$ cat config.mk
export PLATFORM = sky130hd
export DESIGN_NAME = button_debounce_auto_repeat
export DESIGN_NICKNAME = d
export VERILOG_FILES = /design/src/rtl/bdar_pkg.sv /design/src/rtl/button_debounce_auto_repeat.sv /design/src/rtl/bdar_cfg.sv /design/src/rtl/bdar_core.sv /design/src/rtl/bdar_out.sv
export SDC_FILE = /design/constraint.sdc
export NUM_CORES = 1
export LEC_CHECK = 0
export BUFFER_PORTS_ARGS = -buffer_cell sky130_fd_sc_hd__buf_2
export CAP_MARGIN = 20
export CORE_MARGIN = 5
export CORE_UTILIZATION = 50
export CTS_BUF_LIST = sky130_fd_sc_hd__clkbuf_16
export CTS_CLUSTER_SIZE = 8
export DETAILED_ROUTE_END_ITERATION = 6
export PLACE_DENSITY = 0.75
export SETUP_SLACK_MARGIN = 0.3
export SLEW_MARGIN = 20
export SYNTH_ARGS = -nofsm -noshare
export SYNTH_HDL_FRONTEND = slang
export SYNTH_SLANG_ARGS = --single-unit
$ cat constraint.sdc
create_clock -name i_clk -period 10.1 [get_ports i_clk]
set_clock_uncertainty 0.15 [all_clocks]
set_input_delay 0.505 -clock i_clk [delete_from_list [all_inputs] [get_ports i_clk]]
set_output_delay 0.505 -clock i_clk [all_outputs]
set_load 0.02 [all_outputs]
$ cat src/rtl/bdar_pkg.sv
// Shared types, widths, register codes and reset values for the button debounce block.
// No dependencies.
`timescale 1ns / 1ps
package bdar_pkg;

    localparam int TIME_WIDTH   = 16;
    localparam int STEP_WIDTH   = 8;
    localparam int PERIOD_WIDTH = 10;
    localparam int CFG_IDX_W    = 3;
    localparam int CFG_DATA_W   = 16;
    localparam int TDATA_W      = 8;

    localparam logic [CFG_IDX_W-1:0] REG_ACTIVE_LOW    = 3'd0;
    localparam logic [CFG_IDX_W-1:0] REG_COOLDOWN      = 3'd1;
    localparam logic [CFG_IDX_W-1:0] REG_REPEAT_ENABLE = 3'd2;
    localparam logic [CFG_IDX_W-1:0] REG_START_AFTER   = 3'd3;
    localparam logic [CFG_IDX_W-1:0] REG_FASTER_STEPS  = 3'd4;
    localparam logic [CFG_IDX_W-1:0] REG_SLOW_PERIOD   = 3'd5;
    localparam logic [CFG_IDX_W-1:0] REG_FAST_PERIOD   = 3'd6;

    localparam logic                    RST_ACTIVE_LOW    = 1'b1;
    localparam logic [TIME_WIDTH-1:0]   RST_COOLDOWN      = 16'd50;
    localparam logic                    RST_REPEAT_ENABLE = 1'b0;
    localparam logic [TIME_WIDTH-1:0]   RST_START_AFTER   = 16'd500;
    localparam logic [STEP_WIDTH-1:0]   RST_FASTER_STEPS  = 8'd5;
    localparam logic [PERIOD_WIDTH-1:0] RST_SLOW_PERIOD   = 10'd200;
    localparam logic [PERIOD_WIDTH-1:0] RST_FAST_PERIOD   = 10'd50;

    typedef struct packed {
        logic                    active_low;
        logic [TIME_WIDTH-1:0]   cooldown_ms;
        logic                    repeat_enable;
        logic [TIME_WIDTH-1:0]   start_after_ms;
        logic [STEP_WIDTH-1:0]   faster_steps;
        logic [PERIOD_WIDTH-1:0] slow_period_ms;
        logic [PERIOD_WIDTH-1:0] fast_period_ms;
    } t_cfg;

    typedef struct packed {
        logic repeating;
        logic held_block;
        logic fire;
    } t_res;

    function automatic logic [TIME_WIDTH-1:0] sat_inc_time(input logic [TIME_WIDTH-1:0] v);
        return (&v) ? v : v + 1'b1;
    endfunction

    function automatic logic [STEP_WIDTH-1:0] sat_inc_step(input logic [STEP_WIDTH-1:0] v);
        return (&v) ? v : v + 1'b1;
    endfunction

endpackage

$ cat src/rtl/button_debounce_auto_repeat.sv
// Button debounce with auto-repeat, one millisecond tick per input item.
// A result item is registered and valid the cycle after its tick item is accepted.
// Throughput: one item per cycle; the single output register stalls intake only
// while it is full and not being taken.
// Reset: synchronous active low; clears state and output valid, loads register defaults.
// Depends on bdar_pkg, bdar_cfg, bdar_core, bdar_out.
`timescale 1ns / 1ps
module button_debounce_auto_repeat (
    input  logic                            i_clk,
    input  logic                            i_rst_n,
    input  logic                            s_axis_tvalid,
    output logic                            s_axis_tready,
    input  logic [bdar_pkg::TDATA_W-1:0]    s_axis_tdata,   // [0] pin_level
    output logic                            m_axis_tvalid,
    input  logic                            m_axis_tready,
    output logic [bdar_pkg::TDATA_W-1:0]    m_axis_tdata,   // [0] fire, [1] held_block, [2] repeating
    input  logic                            i_cfg_valid,
    output logic                            o_cfg_ready,
    input  logic [bdar_pkg::CFG_IDX_W-1:0]  i_cfg_index,
    input  logic [bdar_pkg::CFG_DATA_W-1:0] i_cfg_data
);
    import bdar_pkg::*;

    t_cfg cfg;
    t_res res;
    logic accept;
    logic space;

    assign o_cfg_ready   = 1'b1;
    assign s_axis_tready = space;
    assign accept        = s_axis_tvalid && space;

    bdar_cfg u_cfg (
        .i_clk   (i_clk),
        .i_rst_n (i_rst_n),
        .i_wr    (i_cfg_valid),
        .i_idx   (i_cfg_index),
        .i_data  (i_cfg_data),
        .o_cfg   (cfg)
    );

    bdar_core u_core (
        .i_clk       (i_clk),
        .i_rst_n     (i_rst_n),
        .i_accept    (accept),
        .i_pin_level (s_axis_tdata[0]),
        .i_cfg       (cfg),
        .o_res       (res)
    );

    bdar_out u_out (
        .i_clk    (i_clk),
        .i_rst_n  (i_rst_n),
        .i_load   (accept),
        .i_res    (res),
        .i_tready (m_axis_tready),
        .o_tvalid (m_axis_tvalid),
        .o_tdata  (m_axis_tdata),
        .o_space  (space)
    );

endmodule

$ cat src/rtl/bdar_cfg.sv
// Configuration register file of the button debounce block.
// Depends on bdar_pkg.
`timescale 1ns / 1ps
module bdar_cfg (
    input  logic                            i_clk,
    input  logic                            i_rst_n,
    input  logic                            i_wr,
    input  logic [bdar_pkg::CFG_IDX_W-1:0]  i_idx,
    input  logic [bdar_pkg::CFG_DATA_W-1:0] i_data,
    output bdar_pkg::t_cfg                  o_cfg
);
    import bdar_pkg::*;

    t_cfg r_cfg;

    always_ff @(posedge i_clk) begin
        if (!i_rst_n) begin
            r_cfg.active_low     <= RST_ACTIVE_LOW;
            r_cfg.cooldown_ms    <= RST_COOLDOWN;
            r_cfg.repeat_enable  <= RST_REPEAT_ENABLE;
            r_cfg.start_after_ms <= RST_START_AFTER;
            r_cfg.faster_steps   <= RST_FASTER_STEPS;
            r_cfg.slow_period_ms <= RST_SLOW_PERIOD;
            r_cfg.fast_period_ms <= RST_FAST_PERIOD;
        end else if (i_wr) begin
            case (i_idx)
                REG_ACTIVE_LOW:    r_cfg.active_low     <= i_data[0];
                REG_COOLDOWN:      r_cfg.cooldown_ms    <= i_data[TIME_WIDTH-1:0];
                REG_REPEAT_ENABLE: r_cfg.repeat_enable  <= i_data[0];
                REG_START_AFTER:   r_cfg.start_after_ms <= i_data[TIME_WIDTH-1:0];
                REG_FASTER_STEPS:  r_cfg.faster_steps   <= i_data[STEP_WIDTH-1:0];
                REG_SLOW_PERIOD:   r_cfg.slow_period_ms <= i_data[PERIOD_WIDTH-1:0];
                REG_FAST_PERIOD:   r_cfg.fast_period_ms <= i_data[PERIOD_WIDTH-1:0];
                default: ;
            endcase
        end
    end

    assign o_cfg = r_cfg;

endmodule

$ cat src/rtl/bdar_core.sv
// Debounce and auto-repeat state with its per-tick update logic.
// Depends on bdar_pkg.
`timescale 1ns / 1ps
module bdar_core (
    input  logic           i_clk,
    input  logic           i_rst_n,
    input  logic           i_accept,
    input  logic           i_pin_level,
    input  bdar_pkg::t_cfg i_cfg,
    output bdar_pkg::t_res o_res
);
    import bdar_pkg::*;

    logic                  r_blocked, n_blocked;
    logic [TIME_WIDTH-1:0] r_since_press, n_since_press;
    logic [TIME_WIDTH-1:0] r_since_mark, n_since_mark;
    logic                  r_repeat_active, n_repeat_active;
    logic [STEP_WIDTH-1:0] r_step_count, n_step_count;
    logic                  pressed;
    logic                  fire;
    logic [TIME_WIDTH-1:0] sp_inc, sm_inc;

    always_comb begin
        pressed         = i_pin_level ^ i_cfg.active_low;
        sp_inc          = sat_inc_time(r_since_press);
        sm_inc          = sat_inc_time(r_since_mark);
        n_blocked       = r_blocked;
        n_since_press   = sp_inc;
        n_since_mark    = sm_inc;
        n_repeat_active = r_repeat_active;
        n_step_count    = r_step_count;
        fire            = 1'b0;
        if (pressed && !r_blocked) begin
            n_since_press = '0;
            n_blocked     = 1'b1;
            n_step_count  = sat_inc_step(r_step_count);
            fire          = 1'b1;
        end else if (r_blocked && !pressed && (sp_inc >= i_cfg.cooldown_ms)) begin
            n_blocked = 1'b0;
        end else if (i_cfg.repeat_enable) begin
            if (!r_blocked) begin
                n_since_mark    = '0;
                n_repeat_active = 1'b0;
                n_step_count    = '0;
            end else if (!r_repeat_active) begin
                if (sm_inc >= i_cfg.start_after_ms) begin
                    n_since_mark    = '0;
                    n_repeat_active = 1'b1;
                    n_step_count    = sat_inc_step(r_step_count);
                    fire            = 1'b1;
                end
            end else if (r_step_count < i_cfg.faster_steps) begin
                if (sm_inc >= TIME_WIDTH'(i_cfg.slow_period_ms)) begin
                    n_since_mark = '0;
                    n_step_count = sat_inc_step(r_step_count);
                    fire         = 1'b1;
                end
            end else if (sm_inc >= TIME_WIDTH'(i_cfg.fast_period_ms)) begin
                n_since_mark = '0;
                fire         = 1'b1;
            end
        end
    end

    always_ff @(posedge i_clk) begin
        if (!i_rst_n) begin
            r_blocked       <= 1'b0;
            r_since_press   <= '0;
            r_since_mark    <= '0;
            r_repeat_active <= 1'b0;
            r_step_count    <= '0;
        end else if (i_accept) begin
            r_blocked       <= n_blocked;
            r_since_press   <= n_since_press;
            r_since_mark    <= n_since_mark;
            r_repeat_active <= n_repeat_active;
            r_step_count    <= n_step_count;
        end
    end

    assign o_res.fire       = fire;
    assign o_res.held_block = n_blocked;
    assign o_res.repeating  = n_repeat_active & i_cfg.repeat_enable;

endmodule

$ cat src/rtl/bdar_out.sv
// Output register stage for result items.
// Depends on bdar_pkg.
`timescale 1ns / 1ps
module bdar_out (
    input  logic                         i_clk,
    input  logic                         i_rst_n,
    input  logic                         i_load,
    input  bdar_pkg::t_res               i_res,
    input  logic                         i_tready,
    output logic                         o_tvalid,
    output logic [bdar_pkg::TDATA_W-1:0] o_tdata,
    output logic                         o_space
);
    import bdar_pkg::*;

    logic r_valid;
    t_res r_res;

    assign o_space = !r_valid || i_tready;

    always_ff @(posedge i_clk) begin
        if (!i_rst_n) begin
            r_valid <= 1'b0;
        end else if (i_load) begin
            r_valid <= 1'b1;
        end else if (i_tready) begin
            r_valid <= 1'b0;
        end
    end

    always_ff @(posedge i_clk) begin
        if (i_load) begin
            r_res <= i_res;
        end
    end

    assign o_tvalid = r_valid;
    assign o_tdata  = {{(TDATA_W - $bits(t_res)){1'b0}}, r_res};

endmodule

# Word-level counts from Yosys, hierarchy flattened
# Index checks and enable logic that the tools add are counted.
# classes
n_bitwise	2
addsub	3
n_mux	38
eq_ne	10
magnitude_cmp	5
reduce_logical	22
# op_table
operator	count
$mux 16	12
$mux 8	9
$add 16x1->16 const B	2
$ge 16x10->1	2
$ge 16x16->1	2
$reduce_and 16->1	2
$mux 1	17
$reduce_and 2->1	7
$ne 4x4->1 const B	3
$eq 3x3->1 const B	3
$add 8x1->8 const B	1
$lt 8x8->1	1
$reduce_and 8->1	1
$eq 3x2->1 const B	2
$reduce_and 6->1	1
$logic_and 1x1->1	4
$reduce_bool 2->1	2
$eq 3x1->1 const B	1
$logic_not 1->1	3
$logic_not 3->1	1
$ne 2x1->1 const B	1
$and 1x1->1	1
$logic_or 1x1->1	1
$xor 1x1->1	1
# totals
out_inout_bits	11
register_bits	108
word_cells	96
input_bits	32

# Logic depth before layout (Yosys ltp)
# Gate-level depths: netlist of the first run.
# logic_depth
ltp_word	10
depth_mapped	18
ltp_nobuf	17

# By module
# From an unflattened synthesis of the first run, not the netlist that was laid out.
# unflattened
cells_unflattened	773
hier_area_um2	6678.9
# modules_own_cells
mod	area_each_um2	cells_each	instances
bdar_core	4030.1	520	1
bdar_cfg	2451.1	237	1
bdar_out	180.2	13	1
button_debounce_auto_repeat	17.5	3	1

# Worst setup path after synthesis of the first run
# OpenSTA, ideal clock, no wires.
# synth_timing
path_kind	register to register
start	register u_core.r_since_press[0]
end	register u_core.r_step_count[2]
period_less_slack_ns	4.040
path_buffers	1
setup_slack_ns	6.060
setup_time_ns	0.117
t_arrival_ns	3.773
path_stages_with_launch	18
path_cell_list	dfxtp_1 -> ha_1 -> nand2_1 -> nor4_1 -> nand4_1 -> and2_1 -> and3_1 -> xor2_1 -> ha_1 -> a211oi_1 -> o21ai_0 -> a41o_1 -> a31oi_1 -> nand3_1 -> o32ai_2 -> buf_6 -> nand2_2 -> a32o_1
# synth_via
elab_chain_cells	6
# synth_lines
item	line	text
start, declared	bdar_core.sv:15	logic [TIME_WIDTH-1:0] r_since_press, n_since_press;
start signal, assigned	bdar_core.sv:74	r_since_press <= n_since_press;
$add 16x1->16 / $reduce_and 16->1 (equally long branches)	bdar_pkg.sv:46	return (&v) ? v : v + 1'b1;
$mux 16 (*)	bdar_pkg.sv:46	
$ge 16x16->1 (*)	bdar_core.sv:38	end else if (r_blocked && !pressed && (sp_inc >= i_cfg.cooldown_ms)) begin
$logic_and 1x1->1 (*)	bdar_core.sv:38	
$ne 2x1->1 (no line) (*)	-	
$reduce_and 6->1 (no line) (*)	-	
end signal, assigned	bdar_core.sv:77	r_step_count <= n_step_count;
end, declared	bdar_core.sv:18	logic [STEP_WIDTH-1:0] r_step_count, n_step_count;
# Mark *: on every way between the ends. The rest lies on a longest branch, timed or not.
# A chain may end at the register's enable or synchronous reset.

# Final worst setup path of the first run
# layout_timing
start	register u_core.r_since_press[0]
end	register u_core.r_step_count[1]
# The elaborated chain is that of the path after synthesis.

==> flow_metrics.py, run 1 <==
metrics = {
    "sta": {
        "slew_violations": 0,
        "hold_violations": 0,
        "max-slew-margin-rel": 0.275,
        "worst_pin_slew_ns": 1.08,
        "layout_setup_ws_ns": 4.70,
        "tns_ns": 0,
        "post-route-period-util": 0.535,
        "fin_crit_ns": 5.40,
        "max_clock_freq_mhz": 185,
        "rsz0062_at_grt": "false",
        "setup_violations": 0,
    },
    "place": {
        "pre_cts_ws_ns": 4.91,
        "portBuffers": 29,
        "dp_hpwl_um": 11100,
        "place.gp.congestion": 0.928,
    },
    "floorplanning": {
        "core-area_um2": 12600,
        "ios": 43,
        "die_area_um2": 15300,
        "die_h_um": 124,
        "start_util": 0.511,
        "dieWidth_um": 124,
        "rows": 41,
    },
    "synthesis": {
        "ys.warnings.count": 0,
        "ys_seq_elements": 108,
        "yosysTopAreaCellShare": 0.326,
        "synth.avg_cell_area_um2": 7.86,
        "synthesis.area_um2": 6450,
        "synth_area_leaders": "dfxtp_1 33%, ha_1 12%, nand2_1 9.3%",
        "ys.flop_type": "dfxtp_1",
        "synthCells": 821,
        "synth.distinct_cells": 70,
        "synth-edff-count": 3,
        "yosysTopAreaCell": "dfxtp_1",
        "ys_seq_area_frac": 0.340,
        "ys_async_sr_fraction": 0,
    },
    "setup_path": {
        "crit_family": "compound AO/OA/AOI/OAI gates",
        "critPathMaxFanout": 15,
        "r2r-end": "u_core.r_step_count[1]",
        "required_ns": 10.19,
        "slowest_stage": "o32ai_2",
        "arrival_ns": 5.50,
        "endpoint_kind": "flip-flop",
        "crit_buf_inv": 0,
        "rrSetupSlack_ns": 4.70,
        "reg2regPathDepth": 16,
        "worstReg2RegStart": "u_core.r_since_press[0]",
        "slowest_delay_ns": 0.92,
        "startpoint_type": "flip-flop",
        "path_cells": "ha_1 > nand2_1 > nor4_1 > nand4_1 > and2_1 > and3_1 > xor2_1 > ha_1 > a211oi_1 > o21ai_0 > a41o_1 > a31oi_1 > nand3_1 > o32ai_2 > o21ai_0 > a32o_1",
        "criticalPathCategory": "flip-flop to flip-flop",
    },
    "clock_tree": {
        "root_buffer": "clkbuf_16",
        "cts-buffers-inserted": 9,
        "clk_latency_ns": 0.35,
        "clkSinkCount": 108,
        "post_cts_resized": 0,
        "htree_num_levels": 3,
        "cts_tree": "yes",
        "clkTransAtPathRegs_ns": 0.07,
        "cts_buffer_depth": 2,
        "cts_setup_buffers": 0,
        "cts_hold_buf": 0,
    },
    "grt": {
        "gr-total-overflow": 0,
        "grt_pass1_vias": 4990,
        "grt_max_degree": 64,
        "grt_pass1_wl_um": 25300,
        "grtUsageTotal": 0.211,
        "antenna_found_initial": 0,
    },
    "run_status": {
        "status": "complete, no violations",
    },
    "drt": {
        "drc": 0,
        "viasPerCell": 5.52,
        "drt-initial-drc-count": 317,
        "routed_wl_um": 15300,
        "avgRoutedWirePerCell_um": 15.3,
        "vias": 5550,
        "ant_nets": 0,
        "drt_pass1_iterations": 5,
    },
    "finish": {
        "syn_to_final_growth_pct": 7.74,
        "antennaDiodeCount": 0,
        "final_net_count": 925,
        "drive_above_1_share": 0.0779,
    },
    "power_and_ir_drop": {
        "total_leakage_power_nw": 2.94,
        "peakVddDrop_mv": 0.0681,
        "power_density_nw_per_um2": 125,
    },
    "hold_path": {
        "min_from": "s_axis_tvalid",
        "hp-class": "primary input to flip-flop",
        "hold_end": "u_out.o_tvalid",
        "hold_depth": 3,
    },
    "job": {
        "cap_violations": 0,
    },
}
cells in the mapped netlist, types with 5 or more instances:
cell,number
a211oi_1,8
xnor2_1,16
nor3_1,10
and3_1,13
dfxtp_1,105
nand2_1,159
a21o_1,6
buf_4,6
a21oi_1,71
a211o_1,5
a31oi_1,5
inv_1,78
nand4_1,12
o21ai_1,6
xor2_1,9
o21ai_0,23
clkbuf_1,26
ha_1,62
or2_2,5
and2_1,6
nor2_1,53
a32o_1,5
nand2b_1,10
a22oi_1,8
o211ai_1,18
nand3_1,19
mux2i_1,6
metal layers:
layer	vias to the layer above	wire length [um]	GRT usage
li1	2864	-	-
met2	125	7060	0.333
met4	0	212	0.0692
met3	15	729	0.0341
met5	-	0	0
met1	2546	7340	0.294
final cells by class:
cell class | instances | area (um^2)
tap | 172 | 215
inverter | 79 | 297
sequential | 108 | 2190
timing repair buffer | 31 | 160
fill | 1252 | 5670
clock buffer | 9 | 225
multi-input combinational | 602 | 3810
clock inverter | 5 | 47.5
worst register-to-register path, delay by kind of cell (launching register included):
kind	cells	cell delay [ns]
AO/OA/AOI/OAI	7	2.23
XOR/XNOR	1	0.15
AND/OR/NAND/NOR	6	1.96
adder cells (fa/ha/maj)	2	0.40
flip-flops	1	0.41
metrics by stage:
| step | power [mW] | util | hold slack (ns) | area (um^2) | instances |
|---|---|---|---|---|---|
| 6_report | 0.866 | 0.551 | 0.240 | 6950 | 1006 |
| 4_1_cts | 0.870 | 0.550 | 0.236 | 6950 | 1006 |
| 2_1_floorplan | 0.506 | - | 0.286 | 6470 | 825 |
| 3_3_place_gp | 0.529 | 0.529 | 0.292 | 6670 | 992 |
| 5_1_grt | 0.900 | 0.551 | 0.235 | 6950 | 1006 |
| 3_5_place_dp | 0.531 | 0.529 | 0.296 | 6670 | 992 |
flip-flops by register name, indices dropped and copies added, names as in the netlist:
signal / flops
u_core.r_repeat_active: 1
u_out.o_tdata: 3
u_core.r_blocked: 1
u_core.r_since_press: 16
u_out.o_tvalid: 1
u_core.r_step_count: 8
u_core.r_since_mark: 16
u_cfg.o_cfg: 62
cells in the final DEF, fill, tap and decap left out, types with 6 or more instances in the layout:
cell	synthesis	final
a211oi_1	8	8
a21o_1	6	6
a21oi_1	71	71
a22oi_1	8	8
and2_1	6	6
and3_1	13	13
buf_2	3	29
clkbuf_16	0	9
conb_1	2	6
dfxtp_1	105	105
ha_1	62	62
inv_1	78	79
mux2i_1	6	6
nand2_1	159	159
nand2b_1	10	10
nand3_1	19	19
nand4_1	12	12
nor2_1	53	53
nor3_1	10	9
o211ai_1	18	18
o21ai_0	23	23
o21ai_1	6	6
xnor2_1	16	16
xor2_1	9	9
worst max-delay path by stage:
stage | to | slack, ns | cells after the start | start
2_1_floorplan | u_core.r_step_count[2] | 6.06 | 17 | u_core.r_since_press[0]
3_3_place_gp | u_core.r_step_count[1] | 4.96 | 16 | u_core.r_since_press[0]
3_5_place_dp | u_core.r_step_count[1] | 4.91 | 16 | u_core.r_since_press[0]
4_1_cts | u_core.r_step_count[1] | 4.80 | 16 | u_core.r_since_press[0]
5_1_grt | u_core.r_step_count[1] | 4.36 | 15 | u_core.r_since_press[3]
6_report | u_core.r_step_count[1] | 4.70 | 16 | u_core.r_since_press[0]
cell families (layout without fill, tap and decap cells):
kind of cell	after synthesis	after routing	share of synthesized area
fa+ha+maj	62	62	0.120
simple gates	312	312	0.228
other cells	2	6	0.00116
flops	108	108	0.340
buf+inv	115	124	0.0721
compound gates	190	190	0.194
xor+xnor	25	25	0.0339
mux	7	7	0.0111
report_power, final:
group          total, mW  switching (mW)  leakage, nW  internal, mW
logic             0.0795          0.0553         1.92        0.0242
registers          0.442         0.00558        0.880         0.437
clock network      0.344           0.157        0.140         0.187
total              0.866           0.217         2.94         0.648
No activity file was read; power rests on OpenSTA's default activity.
==> run 2: changes to the inputs <==
Settings changed: ABC_AREA set to 1, PLACE_DENSITY 0.75 to 0.77.
Clock period 10.1 ns to 4.8 ns, I/O delays scaled along.
==> run 2 against run 1 <==
Critical path depth is 5 higher. Design area rose by 2.6%. First-iteration DRC count increased by 53%. Count of clock-buffer cells in the layout unchanged. Via count rose by 5.3%. Flip-flop and latch count did not move. Non-clock buffer count rose by 2. Sequential share of layout area shrank 0.79 points. Worst hold slack got worse by 0.22 ns. Worst setup slack worse by 3.8 ns. Fmax grew 38%. Critical path type unchanged.
==> flow_metrics.py, run 2 <==
metrics = {
    "hold_path": {
        "hold_end": "u_cfg.o_cfg[57]",
        "hp-class": "primary input to flip-flop",
        "min_from": "i_cfg_data[12]",
        "hold_depth": 3,
    },
    "setup_path": {
        "worst_path_most_repeated_cell": "nand2_1",
        "reg2regPathDepth": 21,
        "crit_buf_inv": 2,
        "slowest_stage": "dfxtp_1",
        "r2r-end": "u_core.r_step_count[1]",
        "endpoint_kind": "flip-flop",
        "worstReg2RegStart": "u_core.r_since_press[0]",
        "slowest_delay_ns": 0.40,
        "criticalPathCategory": "flip-flop to flip-flop",
        "rrSetupSlack_ns": 0.88,
        "critPathMaxFanout": 12,
        "required_ns": 4.89,
        "path_cells": "ha_1 > nand3_1 > nor2_1 > nand3_1 > inv_1 > nand2_1 > nor2_1 > nand2_1 > nand2_1 > xnor2_1 > ha_1 > a21oi_1 > o21ai_0 > a21oi_1 > nand3_1 > nand2_1 > o21ai_0 > inv_1 > nand3_2 > o21ai_1 > nor2_1",
        "crit_family": "simple AND/OR/NAND/NOR gates",
        "startpoint_type": "flip-flop",
        "arrival_ns": 4.00,
    },
    "sta": {
        "setup_violations": 0,
        "slew_violations": 0,
        "rsz0062_at_grt": "false",
        "tns_ns": 0,
        "max-slew-margin-rel": 0.390,
        "post-route-period-util": 0.816,
        "layout_setup_ws_ns": 0.883,
        "hold_ws_ns": 0.0193,
        "fin_crit_ns": 3.92,
        "max_clock_freq_mhz": 255,
        "hold_violations": 0,
        "worst_pin_slew_ns": 0.914,
    },
    "clock_tree": {
        "root_buffer": "clkbuf_16",
        "cts_setup_buffers": 0,
        "clkTransAtPathRegs_ns": 0.08,
        "clk_latency_ns": 0.36,
        "post_cts_resized": 0,
        "cts_buffer_depth": 2,
        "clkSinkCount": 108,
        "htree_num_levels": 3,
        "cts-buffers-inserted": 9,
        "cts_hold_buf": 0,
        "cts_tree": "yes",
    },
    "place": {
        "dp_hpwl_um": 11400,
        "portBuffers": 29,
        "place.gp.congestion": 0.888,
        "pre_cts_ws_ns": 0.961,
        "dpl_cell_area_um2": 6850,
        "placed_cells": 1103,
    },
    "synthesis": {
        "synth_compound_area_frac": 0.181,
        "yosysTopAreaCell": "dfxtp_1",
        "synth.distinct_cells": 46,
        "synth_xor_area_frac": 0.0264,
        "synth.avg_cell_area_um2": 7.18,
        "yosysTopAreaCellShare": 0.317,
        "ys_seq_area_frac": 0.331,
        "synth_area_leaders": "dfxtp_1 32%, ha_1 12%, nand2_1 11%",
        "synth-edff-count": 3,
        "synthesis.area_um2": 6630,
        "synth_commonest_cells": "191 x nand2_1, 131 x inv_1, 105 x dfxtp_1",
        "synth.mux.area_fraction": 0.00170,
        "synth_top_family_by_area": "simple AND/OR/NAND/NOR gates",
        "ys_seq_elements": 108,
        "ys.flop_type": "dfxtp_1",
        "yosysMostFrequentCell": "nand2_1",
        "ys.warnings.count": 0,
        "yosys.area_share.simple": 0.239,
        "synthCells": 923,
        "synth_fa_ha_area_frac": 0.117,
        "ys_async_sr_fraction": 0,
    },
    "grt": {
        "grt_pass1_vias": 5300,
        "gr-total-overflow": 0,
        "grtUsageTotal": 0.202,
        "grt_pass1_wl_um": 26000,
        "antenna_found_initial": 0,
        "grt_max_degree": 64,
    },
    "drt": {
        "ant_nets": 0,
        "drt_pass1_iterations": 5,
        "drc": 0,
        "routed_wl_um": 15800,
        "drt-initial-drc-count": 484,
        "avgRoutedWirePerCell_um": 14.1,
        "vias": 5843,
        "viasPerCell": 5.22,
    },
    "power_and_ir_drop": {
        "p_clk_frac": 0.383,
        "power_density_nw_per_um2": 263,
        "p_int_mw": 1.35,
        "pwr-share-seq": 0.503,
        "switchingPower_mw": 0.524,
        "total_leakage_power_nw": 3.16,
        "combPwrFrac": 0.114,
        "peakVddDrop_mv": 0.149,
        "total_power_mw": 1.87,
        "p_sw_frac": 0.280,
    },
    "finish": {
        "multi_input_area_um2": 3770,
        "final_util": 0.543,
        "final_area_um2": 7130,
        "syn_to_final_growth_pct": 7.59,
        "mostFrequentLayoutCell": "nand2_1",
        "final_cell_mix": "191 x nand2_1, 131 x inv_1, 105 x dfxtp_1, 103 x a21oi_1, 62 x ha_1",
        "final_net_count": 1032,
        "fillers": 1310,
        "area.sequential_um2": 2190,
        "drive_above_1_share": 0.104,
        "final_cells": 1119,
        "antennaDiodeCount": 0,
        "largest_reg_flops": 62,
    },
    "floorplanning": {
        "die_h_um": 125,
        "core-area_um2": 13100,
        "ios": 43,
        "start_util": 0.504,
        "rows": 42,
        "die_area_um2": 15700,
        "dieWidth_um": 125,
    },
    "job": {
        "cap_violations": 0,
    },
    "run_status": {
        "status": "complete, no violations",
    },
}
[run 2: cell count changes in the layout (fill, tap and decap cells not counted), sizes merged, moves of 8 or more]
cell / delta
xnor2: -8
and3: -12
o21ai: +37
nand2: +39
inv: +54
nor2: +15
a21oi: +40
nand2b: -10
nand3: +33
[run 2: how the worst max path moves through the flow]
stage / slack, ns / startpoint / endpoint / depth (start not counted)
after floorplan: 1.62 / u_core.r_since_press[0] / u_core.r_since_mark[15] / 25
after global placement: 1.01 / u_core.r_since_press[0] / u_core.r_since_mark[0] / 21
after detailed placement: 0.96 / u_core.r_since_press[0] / u_core.r_since_mark[0] / 24
after CTS: 0.94 / u_core.r_since_press[0] / u_core.r_step_count[1] / 24
after global routing: 0.47 / u_core.r_since_press[0] / u_core.r_since_mark[4] / 21
final: 0.88 / u_core.r_since_press[0] / u_core.r_step_count[1] / 21
[run 2: final cells by class]
class / instances / share of cell area
clock buffers: 9 / 0.0316
well taps: 176 / 0.0309
inverters: 133 / 0.0700
flip-flops and latches: 108 / 0.307
multi-input cells: 653 / 0.528
clock inverters: 7 / 0.00720
repair buffers: 33 / 0.0246
[run 2: metal layers]
layer  track usage  part of all wire
met3        0.0311             0.045
met1         0.284              0.49
met4        0.0695             0.020
met5             0                 0
met2         0.317              0.44
[run 2: power by group through the flow]
stage,clock network (mW),registers (mW),logic (mW)
finish,0.717,0.943,0.213
global route,0.766,0.946,0.243
detailed placement,0,0.964,0.211
CTS,0.730,0.943,0.213
global placement,0,0.963,0.207
floorplan,0,0.963,0.154
[run 2: worst reg2reg max path, cell delays in order (launching register included)]
cell     delay (ns)
dfxtp_1        0.40
ha_1           0.26
nand3_1        0.11
nor2_1         0.15
nand3_1        0.11
inv_1          0.09
nand2_1        0.08
nor2_1         0.19
nand2_1        0.23
nand2_1        0.13
xnor2_1        0.15
ha_1           0.28
a21oi_1        0.14
o21ai_0        0.09
a21oi_1        0.19
nand3_1        0.19
nand2_1        0.12
o21ai_0        0.08
inv_1          0.15
nand3_2        0.24
o21ai_1        0.22
nor2_1         0.05
[run 2: cell families (layout without fill, tap and decap cells)]
group / Yosys count / count (layout)
adder cells (fa/ha/maj): 62 / 62
buffers and inverters: 166 / 182
multiplexers: 1 / 1
other: 2 / 6
flip-flops: 108 / 108
XOR/XNOR: 20 / 20
AO/OA/AOI/OAI: 215 / 215
AND/OR/NAND/NOR: 349 / 349
==> run 3: changes to the inputs <==
Clock period 4.8 ns to 3.4 ns, I/O delays scaled along.
==> run 3 against run 2 <==
Fmax up 13%. Core utilization up 9.2 points. The run now ends with negative setup slack left. Design area up 17%. Global-route usage up 1.9 points. Die area unchanged.
==> flow_metrics.py, run 3 (same netlist as run 2, synthesis figures left out) <==
metrics = {
    "sta": {
        "layout_setup_ws_ns": -0.0691,
        "setup_violations": 22,
        "worst_pin_slew_ns": 1.13,
        "max_clock_freq_mhz": 288,
        "fin_crit_ns": 3.47,
        "rsz0062_at_grt": "true",
        "slew_violations": 0,
        "post-route-period-util": 1.02,
        "max-slew-margin-rel": 0.244,
        "hold_violations": 0,
    },
    "drt": {
        "vias": 6514,
        "ant_nets": 0,
        "drt_pass1_iterations": 5,
        "drt-initial-drc-count": 671,
        "routed_wl_um": 18900,
        "drc": 0,
        "viasPerCell": 5.46,
        "avgRoutedWirePerCell_um": 15.8,
    },
    "clock_tree": {
        "htree_num_levels": 3,
        "clkTransAtPathRegs_ns": 0.07,
        "clk_latency_ns": 0.36,
        "cts-buffers-inserted": 9,
        "cts_tree": "yes",
        "cts_buffer_depth": 2,
        "clkSinkCount": 108,
        "root_buffer": "clkbuf_16",
    },
    "floorplanning": {
        "rows": 42,
        "dieWidth_um": 125,
        "start_util": 0.504,
        "ios": 43,
        "die_area_um2": 15700,
        "core-area_um2": 13100,
        "die_h_um": 125,
    },
    "grt": {
        "grt_max_degree": 63,
        "grt_util_met1": 0.287,
        "gr-total-overflow": 0,
        "grt_pass1_wl_um": 28400,
        "grtUsageTotal": 0.221,
        "use_met2": 0.371,
        "antenna_found_initial": 0,
        "grt_pass1_vias": 5800,
        "grt.busiest_layer": "met2",
        "grt_util_met3": 0.0316,
    },
    "job": {
        "cap_violations": 0,
    },
    "place": {
        "placed_cells": 1139,
        "place.gp.congestion": 0.918,
        "dp_hpwl_um": 11900,
        "portBuffers": 29,
    },
    "power_and_ir_drop": {
        "peakVddDrop_mv": 0.325,
        "total_leakage_power_nw": 3.73,
        "total_power_mw": 2.89,
        "power_density_nw_per_um2": 347,
    },
    "finish": {
        "final_util": 0.635,
        "largest_reg_flops": 62,
        "syn_to_final_growth_pct": 25.8,
        "final_cell_mix": "174 x nand2_1, 126 x inv_1, 94 x a21oi_1, 93 x dfxtp_1, 64 x buf_4",
        "antennaDiodeCount": 0,
        "area.sequential_um2": 2210,
        "fillers": 1059,
        "final_cells": 1194,
        "drive_above_1_share": 0.249,
        "mostFrequentLayoutCell": "nand2_1",
        "final_net_count": 1107,
        "multi_input_area_um2": 4300,
    },
    "setup_path": {
        "required_ns": 3.46,
        "critPathMaxFanout": 8,
        "worst_path_most_repeated_cell": "nand2_2",
        "arrival_ns": 3.53,
        "slowest_delay_ns": 0.50,
        "crit_buf_inv": 1,
        "endpoint_kind": "flip-flop",
        "crit_family": "simple AND/OR/NAND/NOR gates",
        "criticalPathCategory": "flip-flop to flip-flop",
        "path_cells": "nand4_1 > or4_1 > nor2_1 > nor2_1 > a21oi_1 > ha_1 > a21oi_2 > o21ai_2 > nand2_1 > o211ai_1 > nand2_2 > nand3_2 > nand2_2 > nand2_2 > nor2_4 > buf_12 > nand2_8 > nand3_4 > a21oi_2",
        "startpoint_type": "flip-flop",
        "slowest_stage": "dfxtp_1",
    },
    "run_status": {
        "status": "complete, but fails checks",
        "violations": "negative setup slack",
    },
    "hold_path": {
        "hp-class": "primary input to flip-flop",
    },
}
-- run 3: changes by cell type in the layout (fill, tap and decap cells not counted), sizes merged --
cell	delta
inv	+1
dlygate4sd3	+9
buf	+64
bufinv	+2
clkinv	-1
nand2	+1
nand3	+1
clkinvlp	-2
-- run 3: final cells by class --
class / instances / area share
multi-input combinational: 655 / 0.516
sequential: 108 / 0.266
timing repair buffer: 106 / 0.0923
inverter: 133 / 0.0602
clock buffer: 9 / 0.0270
tap: 176 / 0.0264
clock inverter: 7 / 0.0128
-- run 3: final timing paths --
| kind | startpoint | end | slack [ns] | cells past startpoint |
|---|---|---|---|---|
| max reg2reg | u_core.r_since_press[11] | u_core.r_since_mark[8] | -0.07 | 19 |
| max | u_core.r_since_press[11] | u_core.r_since_mark[8] | -0.07 | 19 |
| min | i_cfg_data[13] | u_cfg.o_cfg[58] | 0.02 | 3 |
| min reg2reg | u_cfg.o_cfg[12] | u_cfg.o_cfg[12] | 0.31 | 2 |
-- run 3: timing repair --
action | 4_1_cts | 5_1_grt
setup endpoints to repair | 29 | 29
resized for setup | 55 | 67
buffers inserted | 20 | 8
pin swaps | 33 | 41
cloned | 1 | 1
hold endpoints to repair | 14 | 0
hold buffers | 9 | 0
-- run 3: through the flow --
| step | area [um^2] | setup WS [ns] | hold WS [ns] | TNS [ns] |
|---|---|---|---|---|
| 2_1_floorplan | 6670 | 0.301 | 0.146 | 0 |
| 3_3_place_gp | 7150 | -0.0284 | 0.301 | -0.0744 |
| 3_5_place_dp | 7150 | -0.104 | 0.304 | -1.65 |
| 4_1_cts | 7950 | 0.0518 | 0.00173 | 0 |
| 5_1_grt | 8340 | -0.170 | 0.0294 | -3.43 |
| 6_report | 8340 | -0.0691 | 0.0159 | -0.774 |
-- run 3: power breakdown --
part	internal (mW)	switching, mW	total, mW
Clock	0.660	0.524	1.18
Combinational	0.128	0.246	0.373
Sequential	1.31	0.0238	1.33
-- run 3: worst min-delay path, delay by kind of cell --
kind,cells,cell delay [ns]
buffers and inverters,1,0.11
AO/OA/AOI/OAI,2,0.20
-- run 3: layer usage --
metal	share of wire	vias up	wire length (um)
li1	-	3219	-
met1	0.43	3041	8160
met3	0.059	44	1110
met5	0	-	0
met4	0.027	0	506
met2	0.48	210	9080
